[src/rtl/clns_pkg.sv]
// Shared types, codes and reset values for the character LCD nibble sequencer.
// No dependencies; every other file in rtl/ except clns_ifs refers to this package by scoped names.
package clns_pkg;

    // Request kinds.
    localparam logic [1:0] ACT_CMD    = 2'd0;
    localparam logic [1:0] ACT_DATA   = 2'd1;
    localparam logic [1:0] ACT_CURSOR = 2'd2;
    localparam logic [1:0] ACT_LIGHT  = 2'd3;

    // Controller commands that need the long wait afterwards.
    localparam logic [7:0] CMD_CLEAR = 8'h01;
    localparam logic [7:0] CMD_HOME  = 8'h02;

    // Configuration register indexes.
    localparam int CFG_IDX_W  = 2;
    localparam int CFG_DATA_W = 7;
    localparam logic [CFG_IDX_W-1:0] CFG_DEV_ADDR = 2'd0;
    localparam logic [CFG_IDX_W-1:0] CFG_COLUMNS  = 2'd1;
    localparam logic [CFG_IDX_W-1:0] CFG_ROWS     = 2'd2;
    localparam logic [CFG_IDX_W-1:0] CFG_DRV_EN   = 2'd3;

    // Configuration reset values.
    localparam logic [6:0] RST_DEV_ADDR = 7'd39;
    localparam logic [4:0] RST_COLUMNS  = 5'd16;
    localparam logic [2:0] RST_ROWS     = 3'd2;

    // Depth of the queue between front and back end.
    localparam int QUEUE_DEPTH = 4;

    typedef struct packed {
        logic [6:0] dev_addr;
        logic [4:0] columns;
        logic [2:0] rows;
        logic       drv_en;
    } t_cfg;

    // One queued job. A single job writes data as one expander byte;
    // otherwise data is split into two nibbles of three writes each.
    typedef struct packed {
        logic       single;
        logic       rs;
        logic       bl;
        logic       long_wait;
        logic [7:0] data;
    } t_entry;

    typedef struct packed {
        logic full;
        logic empty;
    } t_q_stat;

endpackage

[src/rtl/clns_ifs.sv]
// Handshake channels of the nibble sequencer: the request word and the expander write word.
// Depends on nothing; payload widths follow the block's field list.
interface clns_req_if;
    logic       valid;
    logic       ready;
    logic [1:0] action;
    logic [7:0] byte_value;
    logic [7:0] column;
    logic [7:0] row;
    logic       light_on;

    modport source (output valid, action, byte_value, column, row, light_on, input ready);
    modport sink (input valid, action, byte_value, column, row, light_on, output ready);
endinterface

interface clns_wr_if;
    logic       valid;
    logic       ready;
    logic [7:0] expander_byte;
    logic [7:0] write_address;
    logic       long_wait;
    logic       last;

    modport source (output valid, expander_byte, write_address, long_wait, last, input ready);
    modport sink (input valid, expander_byte, write_address, long_wait, last, output ready);
endinterface

[src/rtl/char_lcd_nibble_sequencer.sv]
// Top level of the character LCD nibble sequencer: config registers, front end, queue, back end.
// Depends on clns_pkg, clns_ifs, clns_front, clns_queue and clns_back.
//
//  Channel   | Direction | Word
//  i_req     | in        | action, byte_value, column, row, light_on
//  o_wr      | out       | expander_byte, write_address, long_wait, last
//  i_cfg_*   | in        | write enable, register index, register data
//
// The front end takes one request word per cycle while the queue has room.
// The back end issues one expander write per cycle while the output is taken:
// a byte request takes six writes, four or five when an opening nibble write
// repeats the previous byte; a backlight request takes one, none if repeated,
// and none with the driver disabled. Reset is synchronous and needs no clearing
// pass; a stalled output word holds in its register while the queue fills.
module char_lcd_nibble_sequencer #(
    parameter int QUEUE_DEPTH = clns_pkg::QUEUE_DEPTH
) (
    input  logic                           i_clk,
    input  logic                           i_rst_n,
    clns_req_if.sink                       i_req,
    clns_wr_if.source                      o_wr,
    input  logic                           i_cfg_we,
    input  logic [clns_pkg::CFG_IDX_W-1:0] i_cfg_idx,
    input  logic [clns_pkg::CFG_DATA_W-1:0] i_cfg_data
);

    clns_pkg::t_cfg    r_cfg;
    clns_pkg::t_q_stat q_stat;
    clns_pkg::t_entry  push_entry;
    clns_pkg::t_entry  head_entry;
    logic              push;
    logic              pop;

    always_ff @(posedge i_clk) begin
        if (!i_rst_n) begin
            r_cfg.dev_addr <= clns_pkg::RST_DEV_ADDR;
            r_cfg.columns  <= clns_pkg::RST_COLUMNS;
            r_cfg.rows     <= clns_pkg::RST_ROWS;
            r_cfg.drv_en   <= 1'b0;
        end else if (i_cfg_we) begin
            case (i_cfg_idx)
                clns_pkg::CFG_DEV_ADDR: r_cfg.dev_addr <= i_cfg_data[6:0];
                clns_pkg::CFG_COLUMNS:  r_cfg.columns  <= i_cfg_data[4:0];
                clns_pkg::CFG_ROWS:     r_cfg.rows     <= i_cfg_data[2:0];
                clns_pkg::CFG_DRV_EN:   r_cfg.drv_en   <= i_cfg_data[0];
                default: r_cfg <= r_cfg;
            endcase
        end
    end

    clns_front u_front (
        .i_clk    (i_clk),
        .i_rst_n  (i_rst_n),
        .i_req    (i_req),
        .i_cfg    (r_cfg),
        .i_q_stat (q_stat),
        .o_push   (push),
        .o_entry  (push_entry)
    );

    clns_queue #(
        .DEPTH (QUEUE_DEPTH)
    ) u_queue (
        .i_clk   (i_clk),
        .i_rst_n (i_rst_n),
        .i_push  (push),
        .i_entry (push_entry),
        .i_pop   (pop),
        .o_head  (head_entry),
        .o_stat  (q_stat)
    );

    clns_back u_back (
        .i_clk    (i_clk),
        .i_rst_n  (i_rst_n),
        .i_cfg    (r_cfg),
        .i_head   (head_entry),
        .i_q_stat (q_stat),
        .o_pop    (pop),
        .o_wr     (o_wr)
    );

`ifndef SYNTHESIS
    // The long wait only ever closes a command: last write, RS low, enable low.
    a_wait_on_cmd_end: assert property (@(posedge i_clk) disable iff (!i_rst_n)
        (o_wr.valid && o_wr.long_wait) |->
            (o_wr.last && !o_wr.expander_byte[0] && !o_wr.expander_byte[2]))
        else $error("long wait flagged on a write that does not end a command");

    a_queue_status: assert property (@(posedge i_clk) disable iff (!i_rst_n)
        !(q_stat.full && q_stat.empty))
        else $error("queue reports full and empty at once");

    // A job pushed into an idle queue must show up at the head next cycle.
    a_push_visible: assert property (@(posedge i_clk) disable iff (!i_rst_n)
        (push && !pop) |=> !q_stat.empty)
        else $error("pushed job not visible in the queue");
`endif

endmodule

[src/rtl/clns_front.sv]
// Front end: accepts request words, clamps cursor moves and turns each request into a job.
// Depends on clns_pkg and clns_req_if; tracks the backlight bit in request order.
module clns_front (
    input  logic              i_clk,
    input  logic              i_rst_n,
    clns_req_if.sink          i_req,
    input  clns_pkg::t_cfg    i_cfg,
    input  clns_pkg::t_q_stat i_q_stat,
    output logic              o_push,
    output clns_pkg::t_entry  o_entry
);

    localparam logic [6:0] ROW_BASE [4] = '{7'h00, 7'h40, 7'h14, 7'h54};

    logic       r_bl;
    logic       n_bl;
    logic [2:0] nr;
    logic [1:0] row_sel;
    logic [4:0] nc;
    logic [4:0] col_sel;
    logic [6:0] cursor_addr;

    assign i_req.ready = !i_q_stat.full;
    assign o_push      = i_req.valid && !i_q_stat.full;

    // Cursor clamping: zero geometry acts as one, more than four rows as four.
    always_comb begin
        if (i_cfg.rows == 3'd0) begin
            nr = 3'd1;
        end else if (i_cfg.rows > 3'd4) begin
            nr = 3'd4;
        end else begin
            nr = i_cfg.rows;
        end
        nc = (i_cfg.columns == 5'd0) ? 5'd1 : i_cfg.columns;

        if (i_req.row >= {5'd0, nr}) begin
            row_sel = 2'(nr - 3'd1);
        end else begin
            row_sel = i_req.row[1:0];
        end
        if (i_req.column >= {3'd0, nc}) begin
            col_sel = nc - 5'd1;
        end else begin
            col_sel = i_req.column[4:0];
        end
        cursor_addr = ROW_BASE[row_sel] + {2'd0, col_sel};
    end

    always_comb begin
        o_entry.single    = 1'b0;
        o_entry.rs        = 1'b0;
        o_entry.bl        = r_bl;
        o_entry.long_wait = 1'b0;
        o_entry.data      = i_req.byte_value;
        n_bl              = r_bl;
        case (i_req.action)
            clns_pkg::ACT_CMD: begin
                o_entry.long_wait = (i_req.byte_value == clns_pkg::CMD_CLEAR)
                                 || (i_req.byte_value == clns_pkg::CMD_HOME);
            end
            clns_pkg::ACT_DATA: begin
                o_entry.rs = 1'b1;
            end
            clns_pkg::ACT_CURSOR: begin
                o_entry.data = {1'b1, cursor_addr};
            end
            clns_pkg::ACT_LIGHT: begin
                o_entry.single = 1'b1;
                o_entry.bl     = i_req.light_on;
                o_entry.data   = {4'd0, i_req.light_on, 3'd0};
                n_bl           = i_req.light_on;
            end
            default: begin
                o_entry.single = 1'b0;
            end
        endcase
    end

    // The backlight bit changes even when the driver is disabled.
    always_ff @(posedge i_clk) begin
        if (!i_rst_n) begin
            r_bl <= 1'b1;
        end else if (o_push) begin
            r_bl <= n_bl;
        end
    end

endmodule

[src/rtl/clns_queue.sv]
// Small job queue between the front and back end of the nibble sequencer.
// Depends on clns_pkg for the job and status types.
module clns_queue #(
    parameter int DEPTH = clns_pkg::QUEUE_DEPTH
) (
    input  logic              i_clk,
    input  logic              i_rst_n,
    input  logic              i_push,
    input  clns_pkg::t_entry  i_entry,
    input  logic              i_pop,
    output clns_pkg::t_entry  o_head,
    output clns_pkg::t_q_stat o_stat
);

    localparam int PTR_W = (DEPTH > 1) ? $clog2(DEPTH) : 1;
    localparam int CNT_W = $clog2(DEPTH + 1);

    clns_pkg::t_entry r_slots [DEPTH];
    logic [PTR_W-1:0] r_wr_ptr;
    logic [PTR_W-1:0] r_rd_ptr;
    logic [CNT_W-1:0] r_count;
    logic             do_push;
    logic             do_pop;

    assign o_stat.full  = (r_count == CNT_W'(DEPTH));
    assign o_stat.empty = (r_count == '0);
    assign o_head       = r_slots[r_rd_ptr];
    assign do_push      = i_push && !o_stat.full;
    assign do_pop       = i_pop && !o_stat.empty;

    always_ff @(posedge i_clk) begin
        if (do_push) begin
            r_slots[r_wr_ptr] <= i_entry;
        end
    end

    always_ff @(posedge i_clk) begin
        if (!i_rst_n) begin
            r_wr_ptr <= '0;
            r_rd_ptr <= '0;
            r_count  <= '0;
        end else begin
            if (do_push) begin
                r_wr_ptr <= (r_wr_ptr == PTR_W'(DEPTH - 1)) ? '0 : r_wr_ptr + 1'b1;
            end
            if (do_pop) begin
                r_rd_ptr <= (r_rd_ptr == PTR_W'(DEPTH - 1)) ? '0 : r_rd_ptr + 1'b1;
            end
            if (do_push && !do_pop) begin
                r_count <= r_count + 1'b1;
            end else if (do_pop && !do_push) begin
                r_count <= r_count - 1'b1;
            end
        end
    end

endmodule

[src/rtl/clns_back.sv]
// Back end: steps each job through its expander writes, drops repeats, registers the output word.
// Depends on clns_pkg and clns_wr_if; holds the last written expander byte.
module clns_back (
    input  logic              i_clk,
    input  logic              i_rst_n,
    input  clns_pkg::t_cfg    i_cfg,
    input  clns_pkg::t_entry  i_head,
    input  clns_pkg::t_q_stat i_q_stat,
    output logic              o_pop,
    clns_wr_if.source         o_wr
);

    localparam logic [2:0] LAST_STEP = 3'd5;
    localparam logic [7:0] PIN_EN    = 8'h04;

    logic [2:0] r_step;
    logic [2:0] n_step;
    logic [7:0] r_last;
    logic       r_ov;
    logic [7:0] r_byte;
    logic       r_wait;
    logic       r_final;

    logic       slot_free;
    logic       go;
    logic       emit;
    logic       fin;
    logic       wt;
    logic [7:0] wbyte;
    logic [7:0] hi_w;
    logic [7:0] lo_w;
    logic [7:0] w_cur;
    logic [2:0] eff;

    // Byte at a given step: high nibble plain, enabled, plain; then the low nibble.
    function automatic logic [7:0] step_byte(input logic [7:0] hi, input logic [7:0] lo,
                                             input logic [2:0] s);
        logic [7:0] v;
        v = (s < 3'd3) ? hi : lo;
        if (s == 3'd1 || s == 3'd4) begin
            v = v | PIN_EN;
        end
        return v;
    endfunction

    assign hi_w = {i_head.data[7:4], i_head.bl, 2'b00, i_head.rs};
    assign lo_w = {i_head.data[3:0], i_head.bl, 2'b00, i_head.rs};

    // Only a step that opens a nibble can repeat the previous byte, and the step
    // after it never does, so a repeat is skipped within the same cycle.
    assign w_cur = step_byte(hi_w, lo_w, r_step);
    assign eff   = (w_cur == r_last) ? r_step + 3'd1 : r_step;

    assign slot_free = !r_ov || o_wr.ready;
    assign go        = !i_q_stat.empty && slot_free;

    always_comb begin
        o_pop  = 1'b0;
        emit   = 1'b0;
        fin    = 1'b0;
        wt     = 1'b0;
        wbyte  = step_byte(hi_w, lo_w, eff);
        n_step = r_step;
        if (go) begin
            if (!i_cfg.drv_en) begin
                o_pop = 1'b1;
            end else if (i_head.single) begin
                o_pop = 1'b1;
                wbyte = i_head.data;
                emit  = (i_head.data != r_last);
                fin   = 1'b1;
            end else begin
                emit = 1'b1;
                if (eff == LAST_STEP) begin
                    fin    = 1'b1;
                    wt     = i_head.long_wait;
                    o_pop  = 1'b1;
                    n_step = 3'd0;
                end else begin
                    n_step = eff + 3'd1;
                end
            end
        end
    end

    always_ff @(posedge i_clk) begin
        if (!i_rst_n) begin
            r_step <= 3'd0;
            r_last <= 8'hFF;
            r_ov   <= 1'b0;
        end else begin
            r_step <= n_step;
            if (emit) begin
                r_last <= wbyte;
            end
            if (slot_free) begin
                r_ov <= emit;
            end
        end
    end

    always_ff @(posedge i_clk) begin
        if (emit) begin
            r_byte  <= wbyte;
            r_wait  <= wt;
            r_final <= fin;
        end
    end

    assign o_wr.valid         = r_ov;
    assign o_wr.expander_byte = r_byte;
    assign o_wr.write_address = {i_cfg.dev_addr, 1'b0};
    assign o_wr.long_wait     = r_wait;
    assign o_wr.last          = r_final;

endmodule
[src/flat_wrapper.sv]
// flat-port wrapper written by rule: the top's interface ports become plain ports
module char_lcd_nibble_sequencer_flat 
#(
    parameter int QUEUE_DEPTH = clns_pkg::QUEUE_DEPTH
)
  (i_clk, i_rst_n, i_cfg_we, i_cfg_idx, i_cfg_data, i_req_valid, i_req_action, i_req_byte_value, i_req_column, i_req_row, i_req_light_on, i_req_ready, o_wr_valid, o_wr_expander_byte, o_wr_write_address, o_wr_long_wait, o_wr_last, o_wr_ready);
  clns_req_if i_req_i ();
  clns_wr_if o_wr_i ();
  input  logic i_clk;
  input  logic i_rst_n;
  input  logic i_cfg_we;
  input  logic [clns_pkg::CFG_IDX_W-1:0] i_cfg_idx;
  input  logic [clns_pkg::CFG_DATA_W-1:0] i_cfg_data;
  input wire logic [$bits(i_req_i.valid)-1:0] i_req_valid;
  input wire logic [$bits(i_req_i.action)-1:0] i_req_action;
  input wire logic [$bits(i_req_i.byte_value)-1:0] i_req_byte_value;
  input wire logic [$bits(i_req_i.column)-1:0] i_req_column;
  input wire logic [$bits(i_req_i.row)-1:0] i_req_row;
  input wire logic [$bits(i_req_i.light_on)-1:0] i_req_light_on;
  output wire logic [$bits(i_req_i.ready)-1:0] i_req_ready;
  output wire logic [$bits(o_wr_i.valid)-1:0] o_wr_valid;
  output wire logic [$bits(o_wr_i.expander_byte)-1:0] o_wr_expander_byte;
  output wire logic [$bits(o_wr_i.write_address)-1:0] o_wr_write_address;
  output wire logic [$bits(o_wr_i.long_wait)-1:0] o_wr_long_wait;
  output wire logic [$bits(o_wr_i.last)-1:0] o_wr_last;
  input wire logic [$bits(o_wr_i.ready)-1:0] o_wr_ready;
  assign i_req_i.valid = i_req_valid;
  assign i_req_i.action = i_req_action;
  assign i_req_i.byte_value = i_req_byte_value;
  assign i_req_i.column = i_req_column;
  assign i_req_i.row = i_req_row;
  assign i_req_i.light_on = i_req_light_on;
  assign i_req_ready = i_req_i.ready;
  assign o_wr_valid = o_wr_i.valid;
  assign o_wr_expander_byte = o_wr_i.expander_byte;
  assign o_wr_write_address = o_wr_i.write_address;
  assign o_wr_long_wait = o_wr_i.long_wait;
  assign o_wr_last = o_wr_i.last;
  assign o_wr_i.ready = o_wr_ready;
  char_lcd_nibble_sequencer #(.QUEUE_DEPTH(QUEUE_DEPTH)) u_core (.i_clk(i_clk), .i_rst_n(i_rst_n), .i_req(i_req_i), .o_wr(o_wr_i), .i_cfg_we(i_cfg_we), .i_cfg_idx(i_cfg_idx), .i_cfg_data(i_cfg_data));
endmodule
[config.mk]
export PLATFORM = sky130hd
export DESIGN_NAME = char_lcd_nibble_sequencer_flat
export DESIGN_NICKNAME = d
export VERILOG_FILES = /design/src/rtl/clns_pkg.sv /design/src/rtl/clns_ifs.sv /design/src/rtl/char_lcd_nibble_sequencer.sv /design/src/rtl/clns_front.sv /design/src/rtl/clns_queue.sv /design/src/rtl/clns_back.sv /design/src/flat_wrapper.sv
export SDC_FILE = /design/constraint.sdc
export NUM_CORES = 1
export LEC_CHECK = 0
export ABC_AREA = 1
export BUFFER_PORTS_ARGS = -buffer_cell sky130_fd_sc_hd__buf_4
export CORE_MARGIN = 2
export CORE_UTILIZATION = 55
export CTS_BUF_LIST = sky130_fd_sc_hd__clkbuf_4
export CTS_CLUSTER_DIAMETER = 50
export CTS_CLUSTER_SIZE = 10
export DETAILED_ROUTE_END_ITERATION = 10
export GPL_TIMING_DRIVEN = 0
export PLACE_DENSITY = 0.85
export SLEW_MARGIN = 20
export SYNTH_ARGS = -nofsm -noshare
export SYNTH_HDL_FRONTEND = slang
export SYNTH_HIERARCHICAL = 1
export SYNTH_SLANG_ARGS = --single-unit
[constraint.sdc]
create_clock -name i_clk -period 2.8 [get_ports i_clk]
set_input_delay 0.56 -clock i_clk [delete_from_list [all_inputs] [get_ports i_clk]]
set_output_delay 0.56 -clock i_clk [all_outputs]
set_load 0.02 [all_outputs]
# After elaboration in Yosys (flattened, before gate mapping)
# Memories as Yosys holds them, arrays and structs flattened. A register that Yosys moved wholly into a read port is not among the register bits.
# Cells that the tools add are included.
[word_totals]
mem_bits_rw = 48
mem_count = 1
output_inout_bits = 20
wordCells = 118
in_bits = 41
reg_bits = 46
[memory_table]
columns = ["memory", "depth", "word_bits", "read_ports", "rd_ports_with_merged_regs", "write_ports", "line", "source"]
rows = [
  ["u_core.u_queue.r_slots", 4, 12, 1, 1, 1, "clns_queue.sv:18", "clns_pkg::t_entry r_slots [DEPTH];"],
]
[classes]
n_eq_ne = 18
reduce_logical = 28
magnitude_cmp = 6
n_addsub = 9
n_mux = 37
n_bitwise = 5
[ops]
columns = ["cell", "count"]
rows = [
  ["8-bit 2-to-1 mux", 5],
  ["3-bit 2-to-1 mux", 8],
  ["8-bit one-hot mux with 2 select lines", 1],
  ["7-bit binary-select mux with 2-bit select", 1],
  ["7-bit 2-to-1 mux", 2],
  ["1-bit 2-to-1 mux", 13],
  ["2-bit == test, second input constant", 6],
  ["3-bit == test, second input constant", 4],
  ["2-bit 2-to-1 mux", 5],
  ["5-bit 2-to-1 mux", 2],
  ["2-bit AND reduction", 5],
  ["3-bit by 1-bit adder with 3-bit output, second input constant", 3],
  ["8-bit by 1-bit == test with 1-bit output, second input constant", 1],
  ["8-bit by 2-bit == test with 1-bit output, second input constant", 1],
  ["8-bit == test", 1],
  ["8-bit by 3-bit greater-or-equal comparator with 1-bit output", 1],
  ["8-bit by 5-bit greater-or-equal comparator with 1-bit output", 1],
  ["8-bit != test", 1],
  ["7-bit by 5-bit adder with 7-bit output", 1],
  ["3-bit by 1-bit == test with 1-bit output, second input constant", 2],
  ["1-bit logical AND", 6],
  ["3-bit logical NOT", 2],
  ["3-bit by 2-bit < comparator with 1-bit output, second input constant", 2],
  ["1-bit logical NOT", 5],
  ["15 further kinds", 24],
]

# Logic depth before layout (Yosys ltp)
# Gate-level depths: netlist of the first run.
[depth]
depth_word = 14
mapped_depth = 29
ltp_nobuf = 28

# Modules after synthesis
# Netlist of the first run, hierarchy kept.
[by_module_without_submodules]
columns = ["module", "instances", "area_each_um2", "seq_area_each_um2", "cells_per_inst"]
rows = [
  ["clns_queue", 1, 2282.2, 1621.6, 188],
  ["clns_back", 1, 1594.0, 540.5, 213],
  ["clns_front", 1, 733.2, 20.0, 125],
  ["char_lcd_nibble_sequencer", 1, 674.4, 320.3, 96],
]

# Worst setup path before layout of the first run
# No wires, ideal clock.
[synth_timing]
path_type = "register to register"
startpoint = "reg with a tool-made name"
endpoint = "reg u_core.u_queue.r_count[1]"
path_stages_with_launch = 25
required_ns = 2.684
arrival_time_ns = 2.902
synth_period_minus_slack_ns = 3.017
setup_slack_ns = -0.217
path_buffers = 1
setup_ns = 0.116
cell_sequence = "dfxtp_1 buf_4 o21ai_1 o22ai_1 inv_1 nand2_1 nand3_1 nor2_1 nand2_2 nor2_8 nand3_4 nand2_1 nand2_2 inv_2 nand3_2 and2_4 nand2_1 nand2_1 inv_1 nand2_1 ha_1 inv_1 fa_1 o21ai_0 nor2_1"
[synth_lines]
columns = ["element", "line", "source"]
rows = [
  ["end signal, assigned", "clns_queue.sv:50", "r_count <= r_count + 1'b1;"],
  ["end signal, assigned", "clns_queue.sv:52", "r_count <= r_count - 1'b1;"],
  ["end, declared", "clns_queue.sv:21", "logic [CNT_W-1:0] r_count;"],
]

==> flow_metrics.py, run 1 <==
metrics = {
    "run_status": {
        "outcome": "finished, violations left",
        "violations": "setup timing",
    },
    "floorplanning": {
        "die_h_um": 102.0,
        "start_util": 0.5691,
        "fp.dieW_um": 102.0,
        "core_area_sq_mm": 0.009284,
        "dieArea_sq_mm": 0.01041,
        "std_cell_rows": 35,
        "ios": 61,
    },
    "detailed_routing": {
        "first_pass_iters": 6,
        "dr.first_iter.drc_count": 312,
        "via_per_inst": 5.737,
        "wl_per_cell_um": 17.30,
        "dr_total_vias": 5031,
        "finalWirelength_um": 15170,
        "ant_nets": 0,
        "drc": 0,
    },
    "synthesis": {
        "synth_seq_area_share": 0.4736,
        "syn_nets": 685,
        "avgSynthCellArea_sq_um": 8.495,
        "synth_cell_type_count": 43,
        "synthArstFlopShare": 0,
        "synth_edf_count": 58,
        "synth_cells": 622,
        "yosys_most_used_dff": "edfxtp_1",
        "synthesis.area_sq_mm": 0.005284,
        "synth_seq_cells": 96,
        "synth.yosys.warnings": 6,
    },
    "final_layout": {
        "final_core_util": 0.7450,
        "drive_above_1_share": 0.3650,
        "fin_area_sq_mm": 0.006917,
        "num-fill-cells": 628,
        "antenna_cells": 0,
        "mostFrequentLayoutCells": "buf_4, nand2_1, inv_1",
        "nets": 806,
        "layout_commonest_cell": "buf_4",
        "final_cells": 877,
        "area_delta_synth_final_pct": 30.90,
    },
    "clock_tree": {
        "clock_latency_ns": 0.45,
        "ctsHoldBuffers": 0,
        "htreeDepth": 3,
        "path_clk_slew_ns": 0.14,
        "cts_made_buffers": 9,
        "cts.path.max_buffers": 2,
        "root_buffer": "clkbuf_4",
        "clkSinkCount": 96,
        "cts_tree": "done",
    },
    "power_and_ir_drop": {
        "p_sw_mw": 2.028,
        "internal-power_mw": 3.083,
        "p_sw_frac": 0.3968,
        "power_mw": 5.112,
        "worst_ir_drop_vdd_uv": 336.1,
        "comb_power_share": 0.493,
        "p_seq_frac": 0.362,
        "leakage_nw": 3.126,
        "power.share.clock": 0.145,
        "powerDensity_mw_per_mm2": 739.0,
    },
    "placed_design": {
        "port_buffers": 58,
        "dp.cells": 809,
        "dp_hpwl_um": 8754,
        "pre_cts_ws_ns": -0.5515,
        "dpl-instance-area_sq_mm": 0.005918,
        "gp_congestion": 0.9719,
    },
    "setup_path": {
        "crit_arrival_ns": 3.64,
        "cp.required_ns": 3.15,
        "startpoint_type": "flip-flop",
        "end_kind": "flip-flop",
        "crit_type": "reg -> reg",
        "critPathMaxFanout": 7,
    },
    "job": {
        "drv_cap": 0,
    },
    "timing": {
        "fmax_mhz": 303.7,
        "hold_slack_ns": 0.3558,
        "rsz0062_at_grt": "yes",
        "setup_ws_ns": -0.4924,
        "hold_viol_final": 0,
        "timing.final.crit_share": 1.176,
        "relSlewSlack": 0.2461,
        "finClkSkew_ns": 0.03030,
        "tightestPinTransition_ns": 1.127,
        "period_minus_slack_ns": 3.292,
        "finalSetupTns_ns": -1.387,
        "setup_violations": 7,
        "drv_slew": 0,
    },
    "global_route": {
        "gr-total-overflow": 0,
        "grt_pass1_wl_um": 22260,
        "grt_usage": 0.2801,
        "first_global_vias": 4697,
        "grt_max_degree": 20,
        "antenna_found_initial": 0,
    },
    "min_path": {
        "hold_class": "in -> reg",
    },
}
-- Yosys cell counts, types with 13 or more instances --
cell	n	area [sq um]
nand3_1	48	240.2
ha_1	21	262.8
inv_1	86	322.8
nand3_2	13	130.1
buf_4	14	105.1
nor2_1	77	289.0
nand2_2	16	100.1
edfxtp_1	58	1742
a21oi_1	20	100.1
o21ai_1	21	105.1
dfxtp_1	38	760.7
nand2_1	114	427.9
o22ai_1	16	100.1
o21ai_0	22	110.1
-- path summary, 6_finish.rpt --
path         depth (start not counted)  slack (ns)                                      to                          start
max                                 27       -0.49  u_core/u_queue/r_count[2]$_SDFFE_PN0P_                      flip-flop
min                                  3        0.36            u_core/r_cfg[7]$_SDFFE_PN0P_                  i_cfg_data[3]
max reg2reg                         27       -0.49  u_core/u_queue/r_count[2]$_SDFFE_PN0P_                      flip-flop
min reg2reg                          2        0.49           u_core/r_cfg[10]$_SDFFE_PN1P_  u_core/r_cfg[10]$_SDFFE_PN1P_
-- worst max-delay path, stage by stage, from the launching register on --
cell and delay, ns:
dfxtp_4 0.46, clkinv_8 0.11, buf_16 0.15, nor2_2 0.13, o22ai_4 0.12, inv_2 0.09, nand3_1 0.12, nand3_2 0.12
nand2_1 0.08, nor2_2 0.15, nand3_4 0.13, nand2_4 0.11, nand2_4 0.07, nand3_2 0.09, and2_4 0.16, nand2_2 0.05
nand2_1 0.06, inv_1 0.04, nand2_2 0.09, ha_4 0.15, inv_4 0.03, fa_2 0.35, inv_2 0.07, nand2_2 0.05
nand3_2 0.06, nand2_1 0.05, inv_1 0.05, nor2_1 0.03
-- cell families after synthesis --
family,share of synthesized area
and+or+nand+nor,0.2740
buffers and inverters,0.09567
DFF,0.4736
AOI/OAI and AO/OA,0.08928
adders and majority gates,0.05352
xor gates and xnor gates,0.01326
other,0.0007097
-- metal layers --
layer | GRT usage | part of all wire
met1 | 0.3158 | 0.36
met2 | 0.4939 | 0.50
met4 | 0.1641 | 0.053
met3 | 0.05335 | 0.085
met5 | 0 | 0
-- registers in the layout, indices dropped and copies added, names as in the netlist, 2 cells and up, named ones only --
register	cells
u_core/u_back/r_step	3
u_core/u_back/o_wr.expander_byte	8
u_core/u_queue/r_slots	48
u_core/u_back/r_last	8
u_core/r_cfg	16
u_core/u_queue/r_count	3
u_core/u_queue/r_rd_ptr	2
u_core/u_queue/r_wr_ptr	2
-- what timing repair did --
item,4_1_cts,5_1_grt
pin swaps,29,47
resized for setup,50,70
setup buffers,34,22
cloned,2,0
endpoints found under the hold margin,0,0
setup endpoints to repair,21,39
-- power groups by stage --
stage               Clock (mW)  Combinational (mW)  Sequential (mW)
floorplan                    0                1.15             1.83
global placement             0                1.49             1.84
detailed placement           0                1.57             1.85
CTS                      0.730                1.99             1.83
global route             0.801                2.69             1.87
finish                   0.739                2.52             1.85
-- cell type report --
cell class              instances  area, sq um  area share
flip-flops and latches         96         2512      0.3632
repair buffers                110        882.1      0.1275
well taps                     129        161.4     0.02334
plain buffers                  20        188.9     0.02732
clock buffers                  10        75.07     0.01085
multi-input cells             413         2663      0.3849
clock inverters                 6        60.06    0.008683
inverters                      93        374.1     0.05409
No activity file was read; power rests on OpenSTA's default activity.
==> run 2, diff against run 1 <==
- ABC_AREA: 1 -> default
==> run 2 against run 1 <==
Against the previous run:
- the flow still finishes with violations (setup timing)
- synthesized area shrank 3.8%
- critical endpoint unchanged
- maximum frequency shrank 9.0%
- cell count shrank 26%
- largest cell class is now sequential cells
- global-route usage shrank 5.7 points
==> flow_metrics.py, run 2 <==
metrics = {
    "global_route": {
        "grt_pass1_wl_um": 17340,
        "first_global_vias": 3708,
        "grt_usage": 0.2235,
        "grt_max_degree": 17,
        "grt-busiest-layer": "met2",
        "gr-usage-met2": 0.4027,
        "antenna_found_initial": 0,
        "met3_usage": 0.03621,
        "gr-total-overflow": 0,
        "met1_usage": 0.2662,
    },
    "setup_path": {
        "startpoint_type": "flip-flop",
        "reg2reg_depth": 16,
        "r2r_slack_ns": -0.82,
        "end_kind": "flip-flop",
        "crit_type": "reg -> reg",
        "crit_arrival_ns": 4.00,
        "cp.required_ns": 3.18,
        "crit_end": "u_core/u_queue/r_count[2]$_SDFFE_PN0P_",
        "critPathMaxFanout": 5,
        "timing.rr.end": "u_core/u_queue/r_count[2]$_SDFFE_PN0P_",
    },
    "placed_design": {
        "dpl-instance-area_sq_mm": 0.005692,
        "pre_cts_ws_ns": -1.502,
        "dp.cells": 597,
        "gp_congestion": 0.8749,
        "port_buffers": 57,
        "dp_hpwl_um": 7386,
    },
    "final_layout": {
        "fin_area_sq_mm": 0.006299,
        "regMostFlops": "u_core/u_queue/r_slots",
        "largestRegisters": "u_core/u_queue/r_slots (48), u_core/r_cfg (16)",
        "layout_commonest_cell": "buf_4",
        "nets": 594,
        "final_cells": 647,
        "area_delta_synth_final_pct": 23.90,
        "largest_register_ffs": 48,
        "antenna_cells": 0,
        "mostFrequentLayoutCells": "buf_4, edfxtp_1, nand2_1",
        "drive_above_1_share": 0.3657,
    },
    "timing": {
        "hold_viol_final": 0,
        "rsz0062_at_grt": "yes",
        "fmax_mhz": 276.3,
        "drv_slew": 0,
        "finalSetupTns_ns": -5.527,
        "period_minus_slack_ns": 3.619,
        "hold_slack_ns": 0.3564,
        "tightestPinTransition_ns": 0.6815,
        "setup_violations": 27,
        "setup_ws_ns": -0.8188,
        "relSlewSlack": 0.5422,
        "timing.final.crit_share": 1.292,
        "finClkSkew_ns": 0.02694,
    },
    "clock_tree": {
        "htreeDepth": 3,
        "path_clk_slew_ns": 0.16,
        "cts.path.max_buffers": 2,
        "ctsHoldBuffers": 0,
        "clkSinkCount": 96,
        "root_buffer": "clkbuf_4",
        "cts_made_buffers": 9,
        "clock_latency_ns": 0.44,
        "cts_tree": "done",
    },
    "synthesis": {
        "yosys_most_used_dff": "edfxtp_1",
        "synth_seq_cells": 96,
        "yosysTopAreaCell": "edfxtp_1",
        "synth_cell_type_count": 68,
        "synth_cells": 429,
        "synth.yosys.warnings": 6,
        "synth_top_area_share": 0.3426,
        "synthesis.area_sq_mm": 0.005084,
        "synthArstFlopShare": 0,
        "synth_edf_count": 58,
        "synth.top_cells.by_count": "edfxtp_1, nand2_1, dfxtp_1, inv_1, mux2i_1",
        "synth_seq_area_share": 0.4922,
        "netlist_top_cells_area": "edfxtp_1, dfxtp_1, ha_1",
        "post-synth-top-count-cell": "edfxtp_1",
        "avgSynthCellArea_sq_um": 11.85,
        "syn_nets": 492,
    },
    "detailed_routing": {
        "first_pass_iters": 5,
        "wl_per_cell_um": 17.38,
        "via_per_inst": 5.821,
        "dr.first_iter.drc_count": 195,
        "drc": 0,
        "ant_nets": 0,
        "finalWirelength_um": 11250,
        "dr_total_vias": 3766,
    },
    "floorplanning": {
        "die_h_um": 100.1,
        "start_util": 0.5581,
        "core_area_sq_mm": 0.009109,
        "std_cell_rows": 35,
        "fp.dieW_um": 100.1,
        "ios": 61,
        "dieArea_sq_mm": 0.01003,
    },
    "power_and_ir_drop": {
        "powerDensity_mw_per_mm2": 623.2,
        "leakage_nw": 2.463,
        "worst_ir_drop_vdd_uv": 301.0,
    },
    "run_status": {
        "outcome": "finished, violations left",
        "violations": "setup timing",
    },
    "min_path": {
        "holdCritStartpoint": "i_cfg_data[6]",
        "hold_class": "in -> reg",
    },
    "job": {
        "drv_cap": 0,
    },
}
[run 2: cell count changes after synthesis, sizes merged, moves of 13 or more]
cell,previous run,this run
nand3,62,8
mux2i,0,24
inv,91,29
o21ai,45,14
xor2,4,17
nand2,134,41
o22ai,16,2
nor2,83,22
[run 2: final cells by class]
type	instances	area, sq um
Buffer	24	175.2
Clock buffer	11	82.58
Clock inverter	5	81.33
Fill cell	643	2810
Inverter	29	118.9
Multi-Input combinational cell	280	2481
Sequential cell	96	2514
Tap cell	111	138.9
Timing Repair Buffer	91	706.9
[run 2: power by group]
part	switching, mW	internal, mW
combinational	0.670	0.661
sequential	0.0905	1.67
clock	0.452	0.384
[run 2: how the worst min path moves through the flow]
stage                                             to  slack, ns  depth (start not counted)
global placement       u_core/r_cfg[12]$_SDFFE_PN0P_       0.45                          2
CTS                    u_core/r_cfg[15]$_SDFFE_PN0P_       0.34                          3
finish                 u_core/r_cfg[15]$_SDFFE_PN0P_       0.36                          3
global route        u_core/u_front/r_bl$_SDFFE_PN1P_       0.34                          2
detailed placement     u_core/r_cfg[12]$_SDFFE_PN0P_       0.45                          2
floorplan           u_core/u_front/r_bl$_SDFFE_PN1P_       0.43                          2
[run 2: critical path: stages, from the launching register on]
cell and delay (ns):
dfxtp_4 0.41, buf_12 0.12, buf_4 0.10, mux4_1 0.57, xor2_1 0.20, nor3_4 0.16
nand2_2 0.10, nor3_4 0.26, mux2i_2 0.13, o31a_1 0.28, o31ai_4 0.09, ha_4 0.18
inv_2 0.03, fa_2 0.32, xor2_1 0.16, or3_1 0.31, a21boi_1 0.12
[run 2: repair_timing]
| item | in CTS | in global routing |
|---|---|---|
| cloned | 1 | 0 |
| resized for setup | 28 | 30 |
| pin swaps | 11 | 10 |
| setup buffers | 22 | 12 |
| endpoints found under the setup margin | 48 | 45 |
[run 2: logic make-up (layout without fill, tap and decap cells)]
| family | count (synthesis) | in the layout | share of synthesized area |
|---|---|---|---|
| AO/OA/AOI/OAI | 57 | 57 | 0.08885 |
| XOR/XNOR | 23 | 23 | 0.03963 |
| adder cells (fa/ha/maj) | 22 | 22 | 0.05562 |
| buffers and inverters | 53 | 160 | 0.05144 |
| flip-flops | 96 | 96 | 0.4922 |
| multiplexers | 44 | 44 | 0.1270 |
| other | 1 | 1 | 0.0007377 |
| AND/OR/NAND/NOR | 133 | 133 | 0.1445 |
[run 2: routing by layer]
layer | share of wire | up-vias
met4 | 0.030 | 0
li1 | - | 1773
met1 | 0.40 | 1826
met2 | 0.52 | 137
met5 | 0 | -
met3 | 0.051 | 30
[run 2: through the flow]
step                        util  power [mW]
after floorplan                -       2.540
after global placement    0.6249       2.758
after detailed placement  0.6249       2.816
after CTS                 0.6701       3.800
after global routing      0.6915       4.113
final                     0.6915       3.925
